===== src/rtl/rank_filter_3x3_rgb_top_macros.svh =====
// Assertion macros for the 3x3 RGB rank filter.
// Expects clk and rst_n in the scope of use.
`ifndef RANK_FILTER_3X3_RGB_TOP_MACROS_SVH
`define RANK_FILTER_3X3_RGB_TOP_MACROS_SVH

// same-cycle implication
`define RFR_ASSERT_IMP(label, ante, cons, msg) \
    label: assert property (@(posedge clk) disable iff (!rst_n) (ante) |-> (cons)) \
        else $error(msg);

// next-cycle implication
`define RFR_ASSERT_NXT(label, ante, cons, msg) \
    label: assert property (@(posedge clk) disable iff (!rst_n) (ante) |=> (cons)) \
        else $error(msg);

`endif


===== src/rtl/rfr_pkg.sv =====
// Shared types and constants of the 3x3 RGB rank filter.
// No dependencies.
`default_nettype none

package rfr_pkg;

    localparam int WIN_SIZE    = 9;
    localparam int MEDIAN_RANK = 4;
    localparam int MAX_RANK    = 8;
    localparam int RANK_W      = 4;
    localparam int NUM_CH      = 3;
    localparam int QUEUE_DEPTH = 4;
    localparam int QCNT_W      = $clog2(QUEUE_DEPTH + 1);

    localparam int XW         = 10;
    localparam int YW         = 12;
    localparam int FW_W       = 11;
    localparam int CFG_IDX_W  = 2;
    localparam int CFG_DATA_W = 12;

    localparam logic [FW_W-1:0] FRAME_WIDTH_RST  = 11'd640;
    localparam logic [YW-1:0]   FRAME_HEIGHT_RST = 12'd480;

    localparam logic [CFG_IDX_W-1:0] CFG_FRAME_WIDTH  = 2'd0;
    localparam logic [CFG_IDX_W-1:0] CFG_FRAME_HEIGHT = 2'd1;
    localparam logic [CFG_IDX_W-1:0] CFG_FILTER_MODE  = 2'd2;

    typedef struct packed {
        logic       frame_start;
        logic [7:0] red_in;
        logic [7:0] green_in;
        logic [7:0] blue_in;
        logic [7:0] alpha_in;
    } pix_in_t;

    typedef struct packed {
        logic [XW-1:0] pixel_x;
        logic [YW-1:0] pixel_y;
        logic [7:0]    red_out;
        logic [7:0]    green_out;
        logic [7:0]    blue_out;
        logic [7:0]    alpha_out;
        logic          was_filtered;
        logic          last_of_run;
    } res_t;

    // line store packing: red in the low byte
    typedef struct packed {
        logic [7:0] alpha;
        logic [7:0] blue;
        logic [7:0] green;
        logic [7:0] red;
    } pix_t;

    typedef struct packed {
        logic [FW_W-1:0] frame_width;
        logic [YW-1:0]   frame_height;
        logic            filter_mode;
    } cfg_t;

    typedef logic [NUM_CH-1:0][WIN_SIZE-1:0][7:0] rgb_win_t;

    typedef struct packed {
        rgb_win_t      win;
        logic [7:0]    center_alpha;
        pix_t          pix;
        logic [XW-1:0] x;
        logic [YW-1:0] y;
        logic          do_filt;
        logic          do_border;
    } q_entry_t;

    typedef struct packed {
        logic     valid;
        q_entry_t entry;
    } q_push_t;

    typedef struct packed {
        logic              valid;
        logic [QCNT_W-1:0] count;
    } q_stat_t;

endpackage

`default_nettype wire


===== src/rtl/rfr_back.sv =====
// Back end: rank selection per channel over two stages, then result output
// register that emits the filtered word and the border word. Uses rfr_pkg.
`default_nettype none

module rfr_back (
    input  wire logic              clk,
    input  wire logic              rst_n,
    input  wire rfr_pkg::cfg_t     cfg,
    input  wire rfr_pkg::q_stat_t  q_stat,
    input  wire rfr_pkg::q_entry_t q_head,
    output      logic              q_pop,
    output      logic              res_valid,
    input  wire logic              res_ready,
    output      rfr_pkg::res_t     res_data
);

    localparam int NC = rfr_pkg::NUM_CH;
    localparam int WS = rfr_pkg::WIN_SIZE;
    localparam int RW = rfr_pkg::RANK_W;

    typedef logic [NC-1:0][WS-1:0][WS-1:0] below_t;

    function automatic logic [RW-1:0] pop9(input logic [WS-1:0] m);
        logic [RW-1:0] n;
        n = '0;
        for (int k = 0; k < WS; k++)
        begin
            n = n + RW'(m[k]);
        end
        return n;
    endfunction

    below_t                  below;
    logic [NC-1:0][7:0]      sel;
    logic [RW-1:0]           rank;
    logic                    out_load;
    logic                    b2_done;
    logic                    b2_free;
    logic                    b1_free;
    rfr_pkg::res_t           res_next;

    logic                    b1_valid_reg;
    rfr_pkg::q_entry_t       b1_entry_reg;
    below_t                  b1_below_reg;

    logic                    b2_valid_reg;
    logic                    b2_need_f_reg;
    logic                    b2_need_b_reg;
    rfr_pkg::q_entry_t       b2_entry_reg;
    logic [NC-1:0][7:0]      b2_filt_reg;

    logic                    res_valid_reg;
    rfr_pkg::res_t           res_data_reg;

    // element i ranks above j when larger; on a tie the higher index ranks above
    always_comb
    begin
        for (int c = 0; c < NC; c++)
        begin
            for (int i = 0; i < WS; i++)
            begin
                for (int j = 0; j < WS; j++)
                begin
                    below[c][i][j] = (j != i) &&
                        ((q_head.win[c][j] < q_head.win[c][i]) ||
                         ((q_head.win[c][j] == q_head.win[c][i]) && (j < i)));
                end
            end
        end
    end

    always_comb
    begin
        rank = cfg.filter_mode ? RW'(rfr_pkg::MAX_RANK) : RW'(rfr_pkg::MEDIAN_RANK);
        for (int c = 0; c < NC; c++)
        begin
            sel[c] = '0;
            for (int i = 0; i < WS; i++)
            begin
                if (pop9(b1_below_reg[c][i]) == rank)
                begin
                    sel[c] = sel[c] | b1_entry_reg.win[c][i];
                end
            end
        end
    end

    always_comb
    begin
        out_load = b2_valid_reg && (!res_valid_reg || res_ready);
        b2_done  = out_load && !(b2_need_f_reg && b2_need_b_reg);
        b2_free  = !b2_valid_reg || b2_done;
        b1_free  = !b1_valid_reg || b2_free;
        q_pop    = q_stat.valid && b1_free;

        if (b2_need_f_reg)
        begin
            res_next.pixel_x      = b2_entry_reg.x - rfr_pkg::XW'(1);
            res_next.pixel_y      = b2_entry_reg.y - rfr_pkg::YW'(1);
            res_next.red_out      = b2_filt_reg[0];
            res_next.green_out    = b2_filt_reg[1];
            res_next.blue_out     = b2_filt_reg[2];
            res_next.alpha_out    = b2_entry_reg.center_alpha;
            res_next.was_filtered = 1'b1;
            res_next.last_of_run  = !b2_need_b_reg;
        end
        else
        begin
            res_next.pixel_x      = b2_entry_reg.x;
            res_next.pixel_y      = b2_entry_reg.y;
            res_next.red_out      = b2_entry_reg.pix.red;
            res_next.green_out    = b2_entry_reg.pix.green;
            res_next.blue_out     = b2_entry_reg.pix.blue;
            res_next.alpha_out    = b2_entry_reg.pix.alpha;
            res_next.was_filtered = 1'b0;
            res_next.last_of_run  = 1'b1;
        end
    end

    always_ff @(posedge clk or negedge rst_n)
    begin
        if (!rst_n)
        begin
            b1_valid_reg  <= 1'b0;
            b2_valid_reg  <= 1'b0;
            b2_need_f_reg <= 1'b0;
            b2_need_b_reg <= 1'b0;
            res_valid_reg <= 1'b0;
        end
        else
        begin
            if (b1_free)
            begin
                b1_valid_reg <= q_stat.valid;
            end
            if (b2_free)
            begin
                b2_valid_reg  <= b1_valid_reg;
                b2_need_f_reg <= b1_entry_reg.do_filt;
                b2_need_b_reg <= b1_entry_reg.do_border;
            end
            else if (out_load)
            begin
                b2_need_f_reg <= 1'b0;
            end
            if (out_load)
            begin
                res_valid_reg <= 1'b1;
            end
            else if (res_ready)
            begin
                res_valid_reg <= 1'b0;
            end
        end
    end

    always_ff @(posedge clk)
    begin
        if (q_pop)
        begin
            b1_entry_reg <= q_head;
            b1_below_reg <= below;
        end
        if (b2_free && b1_valid_reg)
        begin
            b2_entry_reg <= b1_entry_reg;
            b2_filt_reg  <= sel;
        end
        if (out_load)
        begin
            res_data_reg <= res_next;
        end
    end

    assign res_valid = res_valid_reg;
    assign res_data  = res_data_reg;

endmodule

`default_nettype wire


===== config.mk =====
export PLATFORM = sky130hd
export DESIGN_NAME = rfr_back
export DESIGN_NICKNAME = d
export VERILOG_FILES = /design/src/rtl/rank_filter_3x3_rgb_top_macros.svh /design/src/rtl/rfr_pkg.sv /design/src/rtl/rfr_back.sv
export SDC_FILE = /design/constraint.sdc
export NUM_CORES = 1
export LEC_CHECK = 0
export ABC_AREA = 0
export BUFFER_PORTS_ARGS = -buffer_cell sky130_fd_sc_hd__buf_2
export CAP_MARGIN = 30
export CORE_ASPECT_RATIO = 1.2
export CORE_UTILIZATION = 50
export CTS_CLUSTER_SIZE = 30
export DETAILED_ROUTE_END_ITERATION = 6
export PLACE_DENSITY = 0.68
export REMOVE_ABC_BUFFERS = 1
export SETUP_SLACK_MARGIN = 0.05
export SLEW_MARGIN = 20
export SYNTH_ARGS = -nofsm -noshare
export SYNTH_HDL_FRONTEND = slang
export SYNTH_SLANG_ARGS = --single-unit
export TNS_END_PERCENT = 20

===== constraint.sdc =====
create_clock -name clk -period 49.3 [get_ports clk]
set_input_delay 4.93 -clock clk [delete_from_list [all_inputs] [get_ports clk]]
set_output_delay 4.93 -clock clk [all_outputs]
set_load 0.01 [all_outputs]

==> results.json <==
{
  "status": "finished, final reports clean",
  "antenna_found_initial": 6,
  "syn_inst": 3833,
  "drc": 0,
  "period_share": 0.2256,
  "ys_ff_latch": 643,
  "relSlewSlack": 0.2696,
  "cts_tree": "yes",
  "final_layout_size_suffix_gt1_frac": 0.1346,
  "die_y_um": 336.0,
  "p_per_area_nw_per_um2": 38.45,
  "hold_path.class": "register to register",
  "min_to": "b2_entry_reg[38]",
  "switchingPower_w": 0.0006840,
  "rsz0062_at_grt": "no",
  "highest_layer": "met5",
  "final_util": 0.5681,
  "required_ps": 44370,
  "cts-resized-gates": 0,
  "cts_setup_buffers": 0,
  "first_global_vias": 32664,
  "syn_area_per_cell_um2": 12.12,
  "syn_area_um2": 46470,
  "cts_hold_buffers": 0,
  "cts_buffers": 72,
  "end_kind": "output pin",
  "grt_max_degree": 187,
  "totalWireLength_mm": 138.4,
  "cp-start-kind": "input pin",
  "die_w_um": 280.3,
  "vias": 33755,
  "synth_cell_types": 65,
  "wl_per_cell_um": 24.94,
  "drt-pass1-iter-count": 7,
  "swShare": 0.3396,
  "yosysWarningCount": 0,
  "worst-setup-path-type": "input pin to output pin",
  "overflow": 0,
  "worstReg2RegStart": "b1_below_reg[1]",
  "cpPeakStageDelay_ps": 380,
  "core_um2": 92200,
  "crit_family": "simple AND/OR/NAND/NOR gates",
  "regToRegEndpoint": "b2_filt_reg[1]",
  "fmax_mhz": 89.93,
  "start_util": 0.5040,
  "synth_ff_type": "edfxtp_1",
  "clk_pin_slew_ps": 60,
  "finalHoldViolCount": 0,
  "nFillCells": 7791,
  "ant_nets": 0,
  "yosysSeqAreaShare": 0.4150,
  "track_usage": 0.2925,
  "worst_pin_slew_ps": 1096,
  "clkPwrFrac": 0.289,
  "grt_pass1_wl_mm": 201.7,
  "hold_path_depth": 0,
  "regToRegSetupSlack_ps": 44660,
  "clock-sinks": 643,
  "min_from": "b1_entry_reg[38]",
  "largest_reg_flops": 280,
  "crit_start": "res_ready",
  "hpwl_mm": 102.1,
  "rr_worst_depth": 11,
  "cts-htree-levels": 3,
  "area_growth_pct": 12.72,
  "ctsLongestPathBuffers": 3,
  "leakage_nw": 23.79,
  "via_per_inst": 6.083,
  "drt-initial-drc-count": 2568,
  "synthArstFlopShare": 0.007776,
  "crit_path_frequent_cell": "buf_2",
  "setup_viol": 0,
  "clk_latency_ps": 640,
  "met3WireLength_mm": 10.50,
  "fin_tns_setup_ps": 0,
  "synth_edf_count": 638,
  "slew_violations": 0,
  "root_buffer": "clkbuf_16",
  "port_buffers": 342,
  "path_cells": "buf_2 > nand2b_1 > nand2_1 > and2_1 > a21boi_4 > buf_2",
  "cpMaxStageDelayCell": "a21boi_4",
  "combinationalPowerShare": 0.334,
  "wl_met1_mm": 55.82,
  "crit_arrival_ps": 6190,
  "fin_worst_skew_ps": 19.89,
  "die_area_um2": 94170,
  "drv_cap": 0,
  "ir_drop_uv": 24.48,
  "worstPathBufferInverterCount": 2,
  "wl_met2_mm": 63.69,
  "post-route-min-period_ps": 11120,
  "io_pins": 369,
  "critPathMaxFanout": 4,
  "sequentialPowerShare": 0.377,
  "num-nets-final": 5616,
  "place.gp.congestion": 0.9240,
  "intPower_w": 0.001330,
  "std_cell_rows": 122
}
[synthesized netlist by cell type (25+ instances only)]
library cell | n | area [µm²]
ha_1 | 947 | 11850
o21ai_0 | 109 | 545.5
fa_1 | 108 | 2162
nor2b_1 | 138 | 863.3
nor2_1 | 61 | 229.0
mux2_2 | 34 | 382.9
nand3_1 | 36 | 180.2
inv_1 | 407 | 1528
o21a_1 | 111 | 833.3
a21oi_1 | 196 | 980.9
nand2_1 | 51 | 191.4
edfxtp_1 | 638 | 19160
nand4_1 | 219 | 1370
a2111oi_0 | 25 | 219.0
a21o_1 | 302 | 2267
or3b_2 | 42 | 367.9
o22a_1 | 82 | 718.2
o22ai_1 | 82 | 513.0
[power by group through the flow]
stage | clock network (W) | logic, W | registers, W
after floorplan | 0 | 0.000415 | 0.000858
after global placement | 0 | 0.000642 | 0.000770
after detailed placement | 0 | 0.000667 | 0.000772
after CTS | 0.000588 | 0.000670 | 0.000761
after global routing | 0.000608 | 0.000747 | 0.000768
final | 0.000582 | 0.000672 | 0.000760
[layout by cell type (no fill, tap or decap), drive strengths merged, types with 61 or more instances in the layout]
master,Yosys,routed
o22ai,82,82
fa,108,108
o22a,82,82
a21oi,196,196
o21ai,110,110
a21o,302,302
o21a,111,111
nand4,219,219
nor2,61,61
ha,947,947
buf,15,360
nor2b,138,138
edfxtp,638,638
clkbuf,8,86
inv,407,414
[routing by layer]
metal  vias up  global-route usage
met5         -                   0
met4         6              0.1616
met3       379             0.04753
met2      1403              0.4747
met1     16255              0.3724
li1      15712                   -
[worst max path at each step]
stage               endpoint  slack [ps]  cells after the start
floorplan              q_pop        3240                      4
detailed placement     q_pop       38140                      6
global route           q_pop       38040                      6
finish                 q_pop       38180                      6
CTS                    q_pop       38140                      6
global placement       q_pop       38160                      6
[stage by stage]
step           hold WS (ps)  setup WS (ps)  std cells  power, W  instance area (µm²)
2_1_floorplan         400.3           3243       3810  0.001273                46340
3_3_place_gp          400.7          38160       5406  0.001412                49770
3_5_place_dp          404.5          38140       5415  0.001438                49850
4_1_cts               412.4          38140       5547  0.002019                52370
5_1_grt               423.2          38040       5549  0.002123                52380
6_report              413.6          38180       5549  0.002014                52380
[cell type report]
type	count	area, µm²	area share
Inverter	407	1528	0.02917
Tap cell	1240	1551	0.02962
Antenna cell	1	2.502	0.00004777
Clock inverter	47	641.9	0.01225
Sequential cell	643	19280	0.3682
Clock buffer	85	1882	0.03593
Multi-Input combinational cell	2760	25560	0.4880
Timing Repair Buffer	366	1931	0.03686
[logic make-up (layout without fill, tap and decap cells)]
logic type | Yosys count | count (layout) | synth area share
AOI/OAI and AO/OA | 1020 | 1020 | 0.1524
xor gates and xnor gates | 20 | 20 | 0.003770
adders and majority gates | 1055 | 1055 | 0.3015
buffers and inverters | 430 | 905 | 0.03560
DFF | 643 | 643 | 0.4150
muxes | 47 | 47 | 0.01136
other | 0 | 1 | 0
and+or+nand+nor | 618 | 618 | 0.08043
Power figures use the tool's default switching activity.
