[config.mk]
export PLATFORM = sky130hd
export DESIGN_NAME = rfr_queue
export DESIGN_NICKNAME = d
export VERILOG_FILES = /design/src/rtl/rank_filter_3x3_rgb_top_macros.svh /design/src/rtl/rfr_pkg.sv /design/src/rtl/rfr_queue.sv
export SDC_FILE = /design/constraint.sdc
export NUM_CORES = 1
export LEC_CHECK = 0
export BUFFER_PORTS_ARGS = -buffer_cell sky130_fd_sc_hd__buf_2
export CAP_MARGIN = 10
export CORE_ASPECT_RATIO = 1.25
export CORE_MARGIN = 2
export CORE_UTILIZATION = 40
export DETAILED_ROUTE_END_ITERATION = 16
export PLACE_DENSITY = 0.67
export SYNTH_ARGS = -nofsm -noshare
export SYNTH_HDL_FRONTEND = slang
export SYNTH_SLANG_ARGS = --single-unit
[constraint.sdc]
create_clock -name clk -period 8.89 [get_ports clk]
set_input_delay 0.4445 -clock clk [delete_from_list [all_inputs] [get_ports clk]]
set_output_delay 0.4445 -clock clk [all_outputs]
set_load 0.005 [all_outputs]
[src/rtl/rank_filter_3x3_rgb_top_macros.svh]
// Assertion macros for the 3x3 RGB rank filter.
// Expects clk and rst_n in the scope of use.
`ifndef RANK_FILTER_3X3_RGB_TOP_MACROS_SVH
`define RANK_FILTER_3X3_RGB_TOP_MACROS_SVH

// same-cycle implication
`define RFR_ASSERT_IMP(label, ante, cons, msg) \
    label: assert property (@(posedge clk) disable iff (!rst_n) (ante) |-> (cons)) \
        else $error(msg);

// next-cycle implication
`define RFR_ASSERT_NXT(label, ante, cons, msg) \
    label: assert property (@(posedge clk) disable iff (!rst_n) (ante) |=> (cons)) \
        else $error(msg);

`endif

[src/rtl/rfr_pkg.sv]
// Shared types and constants of the 3x3 RGB rank filter.
// No dependencies.
`default_nettype none

package rfr_pkg;

    localparam int WIN_SIZE    = 9;
    localparam int MEDIAN_RANK = 4;
    localparam int MAX_RANK    = 8;
    localparam int RANK_W      = 4;
    localparam int NUM_CH      = 3;
    localparam int QUEUE_DEPTH = 4;
    localparam int QCNT_W      = $clog2(QUEUE_DEPTH + 1);

    localparam int XW         = 10;
    localparam int YW         = 12;
    localparam int FW_W       = 11;
    localparam int CFG_IDX_W  = 2;
    localparam int CFG_DATA_W = 12;

    localparam logic [FW_W-1:0] FRAME_WIDTH_RST  = 11'd640;
    localparam logic [YW-1:0]   FRAME_HEIGHT_RST = 12'd480;

    localparam logic [CFG_IDX_W-1:0] CFG_FRAME_WIDTH  = 2'd0;
    localparam logic [CFG_IDX_W-1:0] CFG_FRAME_HEIGHT = 2'd1;
    localparam logic [CFG_IDX_W-1:0] CFG_FILTER_MODE  = 2'd2;

    typedef struct packed {
        logic       frame_start;
        logic [7:0] red_in;
        logic [7:0] green_in;
        logic [7:0] blue_in;
        logic [7:0] alpha_in;
    } pix_in_t;

    typedef struct packed {
        logic [XW-1:0] pixel_x;
        logic [YW-1:0] pixel_y;
        logic [7:0]    red_out;
        logic [7:0]    green_out;
        logic [7:0]    blue_out;
        logic [7:0]    alpha_out;
        logic          was_filtered;
        logic          last_of_run;
    } res_t;

    // line store packing: red in the low byte
    typedef struct packed {
        logic [7:0] alpha;
        logic [7:0] blue;
        logic [7:0] green;
        logic [7:0] red;
    } pix_t;

    typedef struct packed {
        logic [FW_W-1:0] frame_width;
        logic [YW-1:0]   frame_height;
        logic            filter_mode;
    } cfg_t;

    typedef logic [NUM_CH-1:0][WIN_SIZE-1:0][7:0] rgb_win_t;

    typedef struct packed {
        rgb_win_t      win;
        logic [7:0]    center_alpha;
        pix_t          pix;
        logic [XW-1:0] x;
        logic [YW-1:0] y;
        logic          do_filt;
        logic          do_border;
    } q_entry_t;

    typedef struct packed {
        logic     valid;
        q_entry_t entry;
    } q_push_t;

    typedef struct packed {
        logic              valid;
        logic [QCNT_W-1:0] count;
    } q_stat_t;

endpackage

`default_nettype wire

[src/rtl/rfr_queue.sv]
// Short FIFO of classified windows between the front end and the back end.
// Uses rfr_pkg.
`default_nettype none

module rfr_queue (
    input  wire logic              clk,
    input  wire logic              rst_n,
    input  wire rfr_pkg::q_push_t  q_push,
    input  wire logic              q_pop,
    output      rfr_pkg::q_entry_t q_head,
    output      rfr_pkg::q_stat_t  q_stat
);

    localparam int DEPTH = rfr_pkg::QUEUE_DEPTH;
    localparam int PW    = $clog2(DEPTH);
    localparam int NW    = rfr_pkg::QCNT_W;

    rfr_pkg::q_entry_t mem_reg [DEPTH];
    logic [PW-1:0] wr_ptr_reg;
    logic [PW-1:0] rd_ptr_reg;
    logic [NW-1:0] count_reg;

    always_ff @(posedge clk or negedge rst_n)
    begin
        if (!rst_n)
        begin
            wr_ptr_reg <= '0;
            rd_ptr_reg <= '0;
            count_reg  <= '0;
        end
        else
        begin
            if (q_push.valid)
            begin
                wr_ptr_reg <= (wr_ptr_reg == PW'(DEPTH - 1)) ? '0 : (wr_ptr_reg + PW'(1));
            end
            if (q_pop)
            begin
                rd_ptr_reg <= (rd_ptr_reg == PW'(DEPTH - 1)) ? '0 : (rd_ptr_reg + PW'(1));
            end
            if (q_push.valid && !q_pop)
            begin
                count_reg <= count_reg + NW'(1);
            end
            else if (!q_push.valid && q_pop)
            begin
                count_reg <= count_reg - NW'(1);
            end
        end
    end

    always_ff @(posedge clk)
    begin
        if (q_push.valid)
        begin
            mem_reg[wr_ptr_reg] <= q_push.entry;
        end
    end

    assign q_head       = mem_reg[rd_ptr_reg];
    assign q_stat.valid = count_reg != '0;
    assign q_stat.count = count_reg;

endmodule

`default_nettype wire

==> results.py, run 1 <==
metrics = {
    "placed_design": {
        "io_buffers": 567,
        "post-dp-hpwl_um": 54400,
        "dpl_cell_area_mm2": 0.04507,
        "gp_congestion": 0.8005,
    },
    "global_routing": {
        "grt_max_degree": 129,
        "grt_pass1_vias": 21030,
        "overflow": 0,
        "grtUsageTotal": 0.1671,
        "antenna_found_initial": 11,
        "grt_pass1_wl_um": 132300,
    },
    "drt": {
        "vias_per_cell": 5.116,
        "ant_nets": 0,
        "wl_per_cell_um": 23.15,
        "vias": 19600,
        "drt-total-wl_um": 88700,
        "drc": 0,
        "drtIter0Drc": 1374,
        "drt_first_pass_iters": 5,
    },
    "power": {
        "peakVddDrop_mv": 0.3374,
        "power_uw": 15550,
        "p_leak_uw": 0.01735,
        "cellPowerDensity_mw_per_mm2": 304.1,
    },
    "logic_synthesis": {
        "synthArstFlopShare": 0.006211,
        "yosysTopAreaCell": "edfxtp_1",
        "synth_seq_cells": 1127,
        "synthMuxAreaShare": 0.1542,
        "synthesis.area_mm2": 0.04111,
        "yosys_warnings": 0,
        "ys_top_cells_by_count": "edfxtp_1 (1,120), mux4_2 (280), buf_12 (30)",
        "synthDominantCellAreaShare": 0.8181,
        "synth-compound-area-share": 0.0002435,
        "postSynthCellCount": 1499,
        "synth_edf_count": 1120,
        "ys_seq_area_frac": 0.8224,
        "synthSimpleGateAreaFrac": 0.001217,
        "yosysUniqueCellTypes": 20,
        "synth_fa_ha_area_frac": 0.002313,
        "synthTopCellsByArea": "edfxtp_1 (82%), mux4_2 (15%), buf_12 (1.5%)",
        "synth.net_count": 1790,
        "synth_ff_type": "edfxtp_1",
        "yosysMostFrequentCell": "edfxtp_1",
        "synth_top_family_by_area": "multiplexers",
        "yosys.area_share.xor_xnor": 0.0006391,
        "syn_area_per_cell_um2": 27.43,
    },
    "worst_setup_path": {
        "slowest_stage": "buf_4",
        "r2r-end": "mem_reg[2][179]",
        "max_stage_delay_ns": 0.86,
        "crit_type": "reg2out",
        "critPathMaxFanout": 68,
        "r2r-start": "wr_ptr_reg[0]",
        "required_ns": 8.45,
        "crit_buf_inv": 3,
        "reg2reg_slack_ns": 5.57,
        "path_cells": "buf_4 -> buf_4 -> mux4_2 -> buf_2",
        "worst_setup_path_end_kind": "output port",
        "start_kind": "flip-flop",
        "cp_top_family": "buffers and inverters",
        "ff2ff_path_depth": 5,
        "cpMostUsedCell": "buf_4",
        "cp.arrival_ns": 3.92,
    },
    "floorplanning": {
        "die_w_um": 290.7,
        "die_h_um": 362.4,
        "design.die.area_mm2": 0.1054,
        "core_mm2": 0.1020,
        "initial_utilization": 0.4032,
        "io_pins": 568,
        "rows": 131,
    },
    "sta": {
        "setup_viol": 0,
        "slew_viol_final": 0,
        "max_slew_margin": 0.1831,
        "min_period_ns": 4.365,
        "skew_ns": 0.03294,
        "setup_tns_ns": 0,
        "max_freq_mhz": 229.1,
        "hold_violations": 0,
        "fin_crit_sh": 0.4910,
        "worstMarginPinSlew_ns": 1.225,
        "hold-worst-slack_ns": 0.06693,
        "rsz0062_at_grt": "false",
    },
    "finish": {
        "fin_area_mm2": 0.05115,
        "largest_reg_flops": 1120,
        "syn_to_final_growth_pct": 24.41,
        "drive_gt1_frac": 0.4104,
        "fin_util": 0.5017,
        "final_nets": 2700,
    },
    "hold_path": {
        "whs_path_depth": 1,
        "holdPathEnd": "mem_reg[0][261]",
        "hp-class": "in2reg",
        "hold_path.startpoint": "q_push[261]",
    },
    "clock_tree": {
        "clk_path_buf_depth": 3,
        "clkTransAtPathRegs_ns": 0.06,
        "cts-resized-gates": 0,
        "cts_root_buf": "clkbuf_16",
        "cts_made_buffers": 105,
        "cts_tree": "built",
        "clk_latency_ns": 0.70,
        "htreeDepth": 3,
        "cts_sinks": 1127,
    },
    "status": {
        "status": "finished, final reports clean",
    },
    "flow_run": {
        "cap_viol_max_count": 0,
    },
}
[cell usage in the layout (no fill, tap or decap), drive strengths merged]
master | netlist | layout
and2 | 4 | 4
diode | 0 | 12
clkinv | 0 | 46
dlygate4sd3 | 0 | 278
xor2 | 2 | 2
clkbuf | 2 | 127
fa | 1 | 1
dfrtp | 7 | 7
buf | 61 | 588
or3 | 1 | 1
o21ai | 2 | 2
bufinv | 0 | 6
ha | 6 | 6
inv | 4 | 7
xnor2 | 1 | 1
clkinvlp | 0 | 6
mux4 | 280 | 280
mux2 | 3 | 3
nand2 | 2 | 2
nor2 | 3 | 3
edfxtp | 1120 | 1120
[worst max path at each step]
stage / start / to / slack, ns / cells past startpoint
floorplan: wr_ptr_reg[0] / mem_reg[2][0] / 1.25 / 3
global placement: rd_ptr_reg[1] / q_head[95] / 5.19 / 4
detailed placement: rd_ptr_reg[1] / q_head[95] / 5.17 / 4
CTS: rd_ptr_reg[1] / q_head[98] / 4.37 / 4
global route: rd_ptr_reg[1] / q_head[98] / 4.30 / 4
finish: rd_ptr_reg[1] / q_head[98] / 4.53 / 4
[final cells by class]
class,count,area [um2]
Tap cell,1330,1664
Sequential cell,1127,33810
Inverter,4,15.01
Timing Repair Buffer,866,5828
Multi-Input combinational cell,305,6531
Clock inverter,61,521.8
Clock buffer,127,2741
Fill cell,7936,50800
Antenna cell,12,30.03
[cells by family after synthesis]
kind of cell             count (synthesis)
XOR/XNOR                                 3
buffers and inverters                   67
flip-flops                            1127
AO/OA/AOI/OAI                            2
AND/OR/NAND/NOR                         10
multiplexers                           283
adder cells (fa/ha/maj)                  7
[per-stage QoR]
step | std cells | setup slack, ns
final | 3832 | 4.525
after global routing | 3827 | 4.299
after CTS | 3820 | 4.375
after detailed placement | 3354 | 5.169
after global placement | 3354 | 5.195
after floorplan | 1499 | 1.251
[power by group]
group	switching, uW	internal, uW
sequential	262	6810
combinational	2210	2010
clock	1880	2370
[metal layers]
metal	wire length, um	up-vias	GRT usage
met5	27	-	0
met4	2810	4	0.06908
met3	6231	149	0.04192
met2	45470	791	0.2822
met1	34160	10280	0.2063
li1	-	8379	-
[what timing repair did]
action | 4_1_cts | 5_1_grt
setup endpoints to repair | 0 | 0
buffers inserted | 0 | 0
endpoints found under the hold margin | 1115 | 0
hold buffers | 278 | 0
(Power assumes the default switching activity.)
==> run 2: changes to the inputs <==
Settings changed: ABC_AREA set to 1, PLACE_DENSITY 0.67 to 0.69.
Clock period 8.89 ns to 3.78 ns, I/O delays scaled along.
==> results.py, run 2 <==
metrics = {
    "logic_synthesis": {
        "synthDominantCellAreaShare": 0.7568,
        "synth_ff_type": "edfxtp_1",
        "synthTopCellsByArea": "edfxtp_1 (76%), o211ai_1 (9.5%), nand2_1 (7.2%)",
        "yosysTopAreaCell": "edfxtp_1",
        "synth_seq_cells": 1127,
        "synth.net_count": 3610,
        "yosysMostFrequentCell": "edfxtp_1",
        "synth_edf_count": 1120,
        "ys_seq_area_frac": 0.7607,
        "yosys_warnings": 0,
        "postSynthCellCount": 3319,
        "syn_area_per_cell_um2": 13.39,
        "ys_top_cells_by_count": "edfxtp_1 (1,120), nand2_1 (856), inv_1 (572)",
        "synthArstFlopShare": 0.006211,
        "synthesis.area_mm2": 0.04444,
        "yosysUniqueCellTypes": 18,
    },
    "floorplanning": {
        "initial_utilization": 0.4037,
        "io_pins": 568,
        "design.die.area_mm2": 0.1138,
        "die_w_um": 302.1,
        "die_h_um": 376.7,
        "rows": 136,
        "core_mm2": 0.1101,
    },
    "clock_tree": {
        "cts_made_buffers": 108,
        "clkTransAtPathRegs_ns": 0.06,
        "post_cts_buffers": 0,
        "cts-resized-gates": 0,
        "cts_tree": "built",
        "clk_latency_ns": 0.72,
        "cts_hold_buf": 284,
        "cts_root_buf": "clkbuf_16",
        "clk_path_buf_depth": 3,
        "htreeDepth": 3,
        "cts_sinks": 1127,
    },
    "finish": {
        "largest_reg_flops": 1120,
        "layout_commonest_cell": "edfxtp_1",
        "fin_area_mm2": 0.05521,
        "syn_to_final_growth_pct": 24.23,
        "fin_util": 0.5015,
        "drive_gt1_frac": 0.1875,
        "final_nets": 4445,
        "fill_cells": 9083,
        "final_cell_mix": "edfxtp_1 (1,120), nand2_1 (852), buf_2 (567)",
    },
    "power": {
        "cellPowerDensity_mw_per_mm2": 699.0,
        "p_seq_frac": 0.426,
        "p_leak_uw": 0.02207,
        "combPwrFrac": 0.309,
        "p_int_uw": 25830,
        "peakVddDrop_mv": 0.6302,
        "power_uw": 38590,
        "p_clk_frac": 0.266,
        "p_switching_uw": 12760,
        "p_sw_frac": 0.3307,
    },
    "sta": {
        "min_period_ns": 3.083,
        "skew_ns": 0.01813,
        "worstMarginPinSlew_ns": 0.9826,
        "setup_viol": 0,
        "hold_violations": 0,
        "slew_viol_final": 0,
        "max_freq_mhz": 324.4,
        "rsz0062_at_grt": "false",
        "fin_crit_sh": 0.8155,
        "max_slew_margin": 0.3449,
    },
    "worst_setup_path": {
        "worstSetupPathDepth": 5,
        "cp_top_family": "buffers and inverters",
        "crit_start": "rd_ptr_reg[1]",
        "r2r-start": "wr_ptr_reg[1]",
        "crit_buf_inv": 3,
        "slowest_stage": "buf_4",
        "ff2ff_path_depth": 5,
        "endpoint": "q_head[84]",
        "r2r-end": "mem_reg[1][19]",
        "critPathMaxFanout": 48,
        "cpMostUsedCell": "buf_4",
        "crit_type": "reg2out",
        "path_cells": "buf_4 -> buf_4 -> o211ai_1 -> nand2_1 -> buf_2",
        "required_ns": 3.59,
        "cp.arrival_ns": 2.89,
        "reg2reg_slack_ns": 1.51,
        "worst_setup_path_end_kind": "output port",
        "start_kind": "flip-flop",
        "max_stage_delay_ns": 0.61,
    },
    "drt": {
        "vias": 27580,
        "drtIter0Drc": 1649,
        "drt_first_pass_iters": 5,
        "drc": 0,
        "vias_per_cell": 4.839,
        "ant_nets": 0,
        "drt-total-wl_um": 101400,
        "wl_per_cell_um": 17.78,
    },
    "placed_design": {
        "gp_congestion": 0.7948,
        "io_buffers": 567,
        "post-dp-hpwl_um": 61000,
        "dpl_cell_area_mm2": 0.04899,
    },
    "global_routing": {
        "overflow": 0,
        "grtUsageTotal": 0.1747,
        "grt_pass1_vias": 27540,
        "antenna_found_initial": 11,
        "grt_max_degree": 126,
        "grt_pass1_wl_um": 152600,
    },
    "flow_run": {
        "cap_viol_max_count": 0,
    },
    "hold_path": {
        "hp-class": "in2reg",
    },
    "status": {
        "status": "finished, final reports clean",
    },
}
-- run 2: cell count changes after synthesis, moves of 5 or more --
cell and change:
buf_12 -30, buf_1 -5, mux4_2 -280, o211ai_1 +560, buf_6 +7, clkbuf_1 +44
nand2_1 +854, inv_1 +568, buf_2 +107
-- run 2: layout make-up --
type | count | area (um2) | area share
Tap cell | 1449 | 1813 | 0.03284
Timing Repair Buffer | 911 | 6444 | 0.1167
Clock inverter | 65 | 519.2 | 0.009405
Sequential cell | 1127 | 33810 | 0.6124
Multi-Input combinational cell | 1433 | 7581 | 0.1373
Clock buffer | 132 | 2835 | 0.05135
Inverter | 573 | 2181 | 0.03950
Antenna cell | 10 | 25.02 | 0.0004533
-- run 2: worst min path at each step --
stage	from	endpoint	slack, ns	depth (start not counted)
6_report	q_push[250]	mem_reg[1][250]	0.22	2
5_1_grt	q_push[23]	mem_reg[3][23]	0.19	2
4_1_cts	q_push[23]	mem_reg[3][23]	0.13	2
3_5_place_dp	rst_n	count_reg[2]	0.04	1
3_3_place_gp	rst_n	count_reg[2]	0.04	1
2_1_floorplan	rst_n	count_reg[0]	-0.11	0
-- run 2: layer usage --
metal,routed length (um),up-vias,global-route usage
met5,13,-,0
met4,3320,2,0.07398
met3,6209,181,0.03858
met2,52120,750,0.3114
met1,39710,13320,0.2010
li1,-,13330,-
-- run 2: stage by stage --
stage	TNS (ns)	worst slack, ns	cells	hold slack (ns)
floorplan	-1650.04	-1.482	3319	-0.1066
global placement	0	1.458	5209	0.04333
CTS	0	0.6000	5690	0.1284
finish	0	0.6974	5700	0.2164
detailed placement	0	1.428	5209	0.04454
global route	0	0.5136	5700	0.1900
-- run 2: cells by family (layout without fill, tap and decap cells) --
kind of cell	after synthesis	after routing	synth area share
other	0	10	0
AOI/OAI and AO/OA	564	564	0.09505
DFF	1127	1127	0.7607
adders and majority gates	7	7	0.002140
buffers and inverters	759	1681	0.06909
xor gates and xnor gates	1	1	0.0001971
and+or+nand+nor	861	861	0.07281
-- run 2: power by group through the flow --
| stage | clock [uW] | sequential, uW | combinational (uW) |
|---|---|---|---|
| finish | 10200 | 16400 | 11900 |
| global route | 11000 | 16600 | 13200 |
| CTS | 10500 | 16400 | 12100 |
| detailed placement | 0 | 16700 | 11800 |
| global placement | 0 | 16600 | 11600 |
| floorplan | 0 | 17000 | 6680 |
-- run 2: worst reg2reg max path: stages (launching register included) --
cell	delay [ns]
dfrtp_1	0.39
inv_1	0.09
ha_1	0.19
nand2_2	0.08
clkinvlp_4	0.46
buf_12	0.41
